File: config.mk
export PLATFORM = sky130hd
export DESIGN_NAME = rsd_seg_unit
export DESIGN_NICKNAME = d
export VERILOG_FILES = /design/src/hw/rtl/rsd_pkg.sv /design/src/hw/rtl/rsd_seg_unit.sv
export SDC_FILE = /design/constraint.sdc
export NUM_CORES = 1
export LEC_CHECK = 0
export BUFFER_PORTS_ARGS = -buffer_cell sky130_fd_sc_hd__buf_4
export CAP_MARGIN = 20
export CORE_MARGIN = 1.5
export CORE_UTILIZATION = 53
export DETAILED_ROUTE_END_ITERATION = 16
export PLACE_DENSITY_LB_ADDON = 0.1
export SYNTH_ARGS = -nofsm -noshare
export SYNTH_HDL_FRONTEND = slang
export SYNTH_SLANG_ARGS = --single-unit
File: constraint.sdc
create_clock -name vclk -period 14.35
set_input_delay 2.87 -clock vclk [all_inputs]
set_output_delay 2.87 -clock vclk [all_outputs]
set_load 0.01 [all_outputs]
File: src/hw/rtl/rsd_pkg.sv
// ----------------------------------------------------------------------------
// rsd_pkg
// shared widths, codes, segment structs and pixel helpers for the
// run-length sprite segment decoder
// ----------------------------------------------------------------------------
package rsd_pkg;

    localparam int MAX_DIM    = 2048;
    localparam int PAL_SIZE   = 256;
    localparam int MIN_WIDTH  = 8;

    localparam int DIM_W      = 12;
    localparam int COL_W      = $clog2(MAX_DIM);
    localparam int ROW_W      = $clog2(MAX_DIM);
    localparam int LG_W       = $clog2(COL_W + 1);
    localparam int PIX_W      = 2 * COL_W + 1;
    localparam int ADDR_W     = 22;
    localparam int RUN_W      = 8;
    localparam int VAL_W      = 32;
    localparam int COLOR_W    = 16;
    localparam int IDX_W      = $clog2(PAL_SIZE);
    localparam int MODE_W     = 2;
    localparam int REQ_W      = 2;
    localparam int CFG_IDX_W  = 2;

    localparam logic [REQ_W-1:0] REQ_PAL   = 2'd0;
    localparam logic [REQ_W-1:0] REQ_RUN   = 2'd1;
    localparam logic [REQ_W-1:0] REQ_START = 2'd2;

    localparam logic [MODE_W-1:0] MODE_RAW    = 2'd0;
    localparam logic [MODE_W-1:0] MODE_PAL    = 2'd1;
    localparam logic [MODE_W-1:0] MODE_DIRECT = 2'd2;

    localparam logic [CFG_IDX_W-1:0] CFG_WIDTH  = 2'd0;
    localparam logic [CFG_IDX_W-1:0] CFG_HEIGHT = 2'd1;
    localparam logic [CFG_IDX_W-1:0] CFG_MODE   = 2'd2;

    typedef struct packed {
        logic [COL_W-1:0] col;
        logic [ROW_W-1:0] row;
        logic [RUN_W-1:0] n;
        logic [DIM_W-1:0] w;
        logic [LG_W-1:0]  lg;
    } seg_ctx_t;

    typedef struct packed {
        logic [ADDR_W-1:0] addr;
        logic [DIM_W-1:0]  len;
        logic [COL_W-1:0]  col_next;
        logic [ROW_W-1:0]  row_next;
        logic [RUN_W-1:0]  n_next;
        logic              last;
    } seg_res_t;

    function automatic logic [DIM_W-1:0] eff_width(input logic [DIM_W-1:0] w);
        logic [DIM_W-1:0] r;
        r = w;
        if (w < DIM_W'(MIN_WIDTH))
            r = DIM_W'(MIN_WIDTH);
        else if (w > DIM_W'(MAX_DIM))
            r = DIM_W'(MAX_DIM);
        return r;
    endfunction

    function automatic logic [DIM_W-1:0] eff_height(input logic [DIM_W-1:0] h);
        logic [DIM_W-1:0] r;
        r = (h > DIM_W'(MAX_DIM)) ? DIM_W'(MAX_DIM) : h;
        return r;
    endfunction

    // log2 of the padded row pitch
    function automatic logic [LG_W-1:0] pitch_shift(input logic [DIM_W-1:0] w);
        logic [LG_W-1:0] lg;
        lg = '0;
        for (int i = 0; i < DIM_W; i++)
        begin
            if ((DIM_W'(1) << i) < w)
                lg = LG_W'(i + 1);
        end
        return lg;
    endfunction

    function automatic logic [ROW_W-1:0] row_step(input logic [ROW_W-1:0] row);
        logic [ROW_W-1:0] r;
        r = (row == ROW_W'(MAX_DIM - 1)) ? '0 : row + ROW_W'(1);
        return r;
    endfunction

    function automatic logic [VAL_W-1:0] expand_1555(input logic [COLOR_W-1:0] v);
        logic [VAL_W-1:0] o;
        o = {{8{v[15]}}, v[4:0], 3'b000, v[9:5], 3'b000, v[14:10], 3'b000};
        return o;
    endfunction

    function automatic logic [VAL_W-1:0] swap_rb(input logic [VAL_W-1:0] v);
        logic [VAL_W-1:0] o;
        o = {v[31:24], v[7:0], v[15:8], v[23:16]};
        return o;
    endfunction

endpackage

File: src/hw/rtl/rsd_seg_unit.sv
// ----------------------------------------------------------------------------
// rsd_seg_unit
// shared segment step: row wrap, room left in row, clamp of the run,
// padded address and next position
// ----------------------------------------------------------------------------
module rsd_seg_unit
    import rsd_pkg::*;
(
    input  seg_ctx_t ctx,
    output seg_res_t res
);

    logic             wrap;
    logic [COL_W-1:0] col0;
    logic [ROW_W-1:0] row0;
    logic [DIM_W-1:0] room;
    logic [DIM_W-1:0] n_ext;
    logic [DIM_W-1:0] len;
    logic [DIM_W-1:0] col_sum;

    always_comb
    begin
        wrap    = {1'b0, ctx.col} >= ctx.w;
        col0    = wrap ? '0 : ctx.col;
        row0    = wrap ? row_step(ctx.row) : ctx.row;
        room    = ctx.w - {1'b0, col0};
        n_ext   = DIM_W'(ctx.n);
        len     = (n_ext < room) ? n_ext : room;
        col_sum = {1'b0, col0} + len;

        res.addr   = (ADDR_W'(row0) << ctx.lg) + ADDR_W'(col0);
        res.len    = len;
        res.n_next = ctx.n - len[RUN_W-1:0];
        res.last   = (res.n_next == '0);
        if (col_sum == ctx.w)
        begin
            res.col_next = '0;
            res.row_next = row_step(row0);
        end
        else
        begin
            res.col_next = col_sum[COL_W-1:0];
            res.row_next = row0;
        end
    end

endmodule

==> results.txt <==
* Wire length per cell after detailed routing: 17.1 um
* Synth area leaders: sky130_fd_sc_hd__ha_1 (18%), sky130_fd_sc_hd__xnor2_1 (6.4%), sky130_fd_sc_hd__inv_1 (5.2%)
- Unrepaired setup endpoints after global routing: no
* CP Capture Type: output port
- In this run the power density over the cells is 55.8 nW/um^2.
* Vias: 5,110
* Synth warn: 0
- Based on the critical path, the design can be clocked at up to 72.8 MHz.
- Number of diodes: 0
- Number of setup violations in the final report: 0
- Synth Cell Area: 4390 um^2
- The floorplan step defined a die boundary enclosing 8840 um^2.
- Biggest area consumer among synthesized cells: sky130_fd_sc_hd__ha_1
- The worst setup path is launched from a primary input.
* Layout overhead on the synthesized area: 21.7%
- Seq. cell area: 0 um^2
- In the final design database the tool counted 847 nets.
* Maximum number of pins on one net before global-route repair: 24
* Hold path cells: 3
- The number of global-route vias before repair came to 4,885.
- Global routing consumed, over all layers together, 31.9% of the routing resources.
- Remaining number of nets flagged by the antenna check after routing: 0
- Final hold viol count: 0
- Highest cell delay on the worst timing path: 0.54 ns
* Leak: 2.55 nW
- The clock buffers instantiated in the layout total 0.
- Area share of the largest cell type after synthesis: 18.0%
- Final period demand of the worst path: 13.73 ns
* HPWL after DPL: 12,200 um
- For this configuration, the core starts out at a cell density of 54.0%.
* Total number of sequential cells: 0
* Cell Rows: 33
- TNS Setup: 0 ns
- WL final: 14,300 um
* Startpoint of the most critical hold path: ctx[23]
* Arr. time, crit path: 10.86 ns
* Die Y: 94.0 um
* Ports: 111
* Worst Path Required: 11.48 ns
* Smallest setup slack after layout: 0.616 ns
- The tightest hold path in the finished design has a slack of 6.12 ns.
* Endpoint of the worst hold-timing path: res[38]
* Grt total ovfl: 0
- Along the worst path, the maximum fanout reaches 23.
- Max-capacitance violation count: 0
- Most used standard cell by instance count after synthesis: sky130_fd_sc_hd__ha_1
* IR Drop Worst-Case VDD: 0.0263 mV
* Number of optimization iterations in the first detailed-route pass: 5
- Power after layout: 0.298 mW
- Sequential cell area fraction in the yosys report: 0%
- DRC violation total after the first TritonRoute iteration: 201
* Leading post-synthesis cells by instance count: sky130_fd_sc_hd__ha_1 (63), sky130_fd_sc_hd__inv_1 (61), sky130_fd_sc_hd__nand2_1 (50), sky130_fd_sc_hd__nor2_1 (50), sky130_fd_sc_hd__a21oi_1 (45)
- Classification of the worst setup path: primary input to output port
* Final weighted congestion in routability-driven placement: 0.955
- Share of the clock period used by the worst path: 95.7%
- Global-route wire length before repair: 22,800 um
- In the final layout, the share of cells above drive strength 1 is 21.0%.
* Final-layout fill cell count: 762
- Count of mapped cells out of synthesis: 632
* Number of buffers inserted by port buffering: 107
- After detailed routing, the number of remaining DRC violations is 0.
- A synthesized cell averages 6.95 um^2.
* Worst min-delay path class: primary input to output port
- Max-slew violations: 0
* Worst slew margin relative to its limit: 43.5%
- Post-place setup slack: 0.555 ns
* Total area of multi-input combinational cells: 4100 um^2
- Using the TritonRoute via totals, the vias-per-cell ratio works out to 6.11.
- Transition time of the tightest slew-check pin: 0.827 ns
- The number of different library cells used by synthesis comes to 79.
- Among all stages on the critical path, the largest delay is contributed by sky130_fd_sc_hd__o32ai_1.
- Width of the die: 94.0 um
- Initial antenna violation count: 0
* Outcome: finished, final reports clean
- Core area: 8130 um^2
-- what timing repair did --
action                                 CTS  global route
resized for setup                        0             4
buffers inserted                         0             0
setup endpoints to repair                0             3
hold buffers                             0             0
endpoints found under the hold margin    0             0
-- where the power goes --
part           switching [mW]  internal, mW  leakage (nW)
logic                   0.163         0.135          2.55
registers                   0             0             0
clock network               0             0             0
total                   0.163         0.135          2.55
-- worst max path at each step --
stage / from / to / slack (ns) / depth (start not counted)
final: ctx[13] / res[19] / 0.62 / 38
after global routing: ctx[13] / res[17] / 0.08 / 38
after CTS: ctx[13] / res[19] / 0.54 / 38
after detailed placement: ctx[13] / res[19] / 0.56 / 38
after global placement: ctx[13] / res[17] / 0.77 / 38
after floorplan: ctx[14] / res[17] / 0.46 / 38
-- final cells by class --
cell class	instances	area share (%)
tap	105	2.46
multi-input combinational	553	76.8
inverter	62	4.35
timing repair buffer	117	16.4
-- cell families (layout without fill, tap and decap cells) --
kind of cell / count (synthesis) / count (layout) / share of synthesized area (%)
AO/OA/AOI/OAI: 180 / 180 / 28.7
XOR/XNOR: 57 / 57 / 12.2
adder cells (fa/ha/maj): 67 / 67 / 19.8
buffers and inverters: 85 / 179 / 7.81
multiplexers: 17 / 17 / 4.33
other: 1 / 7 / 0.0854
AND/OR/NAND/NOR: 225 / 225 / 27.1
-- metrics by stage --
stage          utilization [%]  cell area (um^2)  cells
2_1_floorplan                -              4410    638
3_3_place_gp              65.3              5310    836
3_5_place_dp              65.3              5310    836
4_1_cts                   65.3              5310    836
5_1_grt                   65.7              5340    837
6_report                  65.7              5340    837
-- layout by cell type, fill, tap and decap left out, drive strengths merged, types with 8 or more instances in the layout --
cell / n
nor2b: 10
nand2b: 9
xnor2: 33
or3: 8
a211oi: 12
xor2: 22
o21a: 9
buf: 117
nand4: 8
o21ai: 29
a21oi: 46
inv: 61
mux2i: 10
nor3: 17
nand2: 50
nand3: 25
and3: 8
nor2: 51
ha: 63
or2: 8
a21o: 13
-- worst max-delay path: cells and delay by family --
| kind | cells | cell delay, ns |
|---|---|---|
| AO/OA/AOI/OAI | 14 | 2.60 |
| buffers and inverters | 7 | 0.94 |
| AND/OR/NAND/NOR | 7 | 1.54 |
| multiplexers | 1 | 0.26 |
| adder cells (fa/ha/maj) | 6 | 1.97 |
| XOR/XNOR | 3 | 0.65 |
-- per-layer routing --
| layer | track usage [%] | share of wire (%) | up-vias |
|---|---|---|---|
| met1 | 36.9 | 40 | 2385 |
| met4 | 9.33 | 2.6 | 0 |
| met5 | 0 | 0 | - |
| met2 | 62.3 | 52 | 193 |
| met3 | 1.46 | 5.1 | 26 |
| li1 | - | - | 2506 |
No activity file was read; power rests on OpenSTA's default activity.
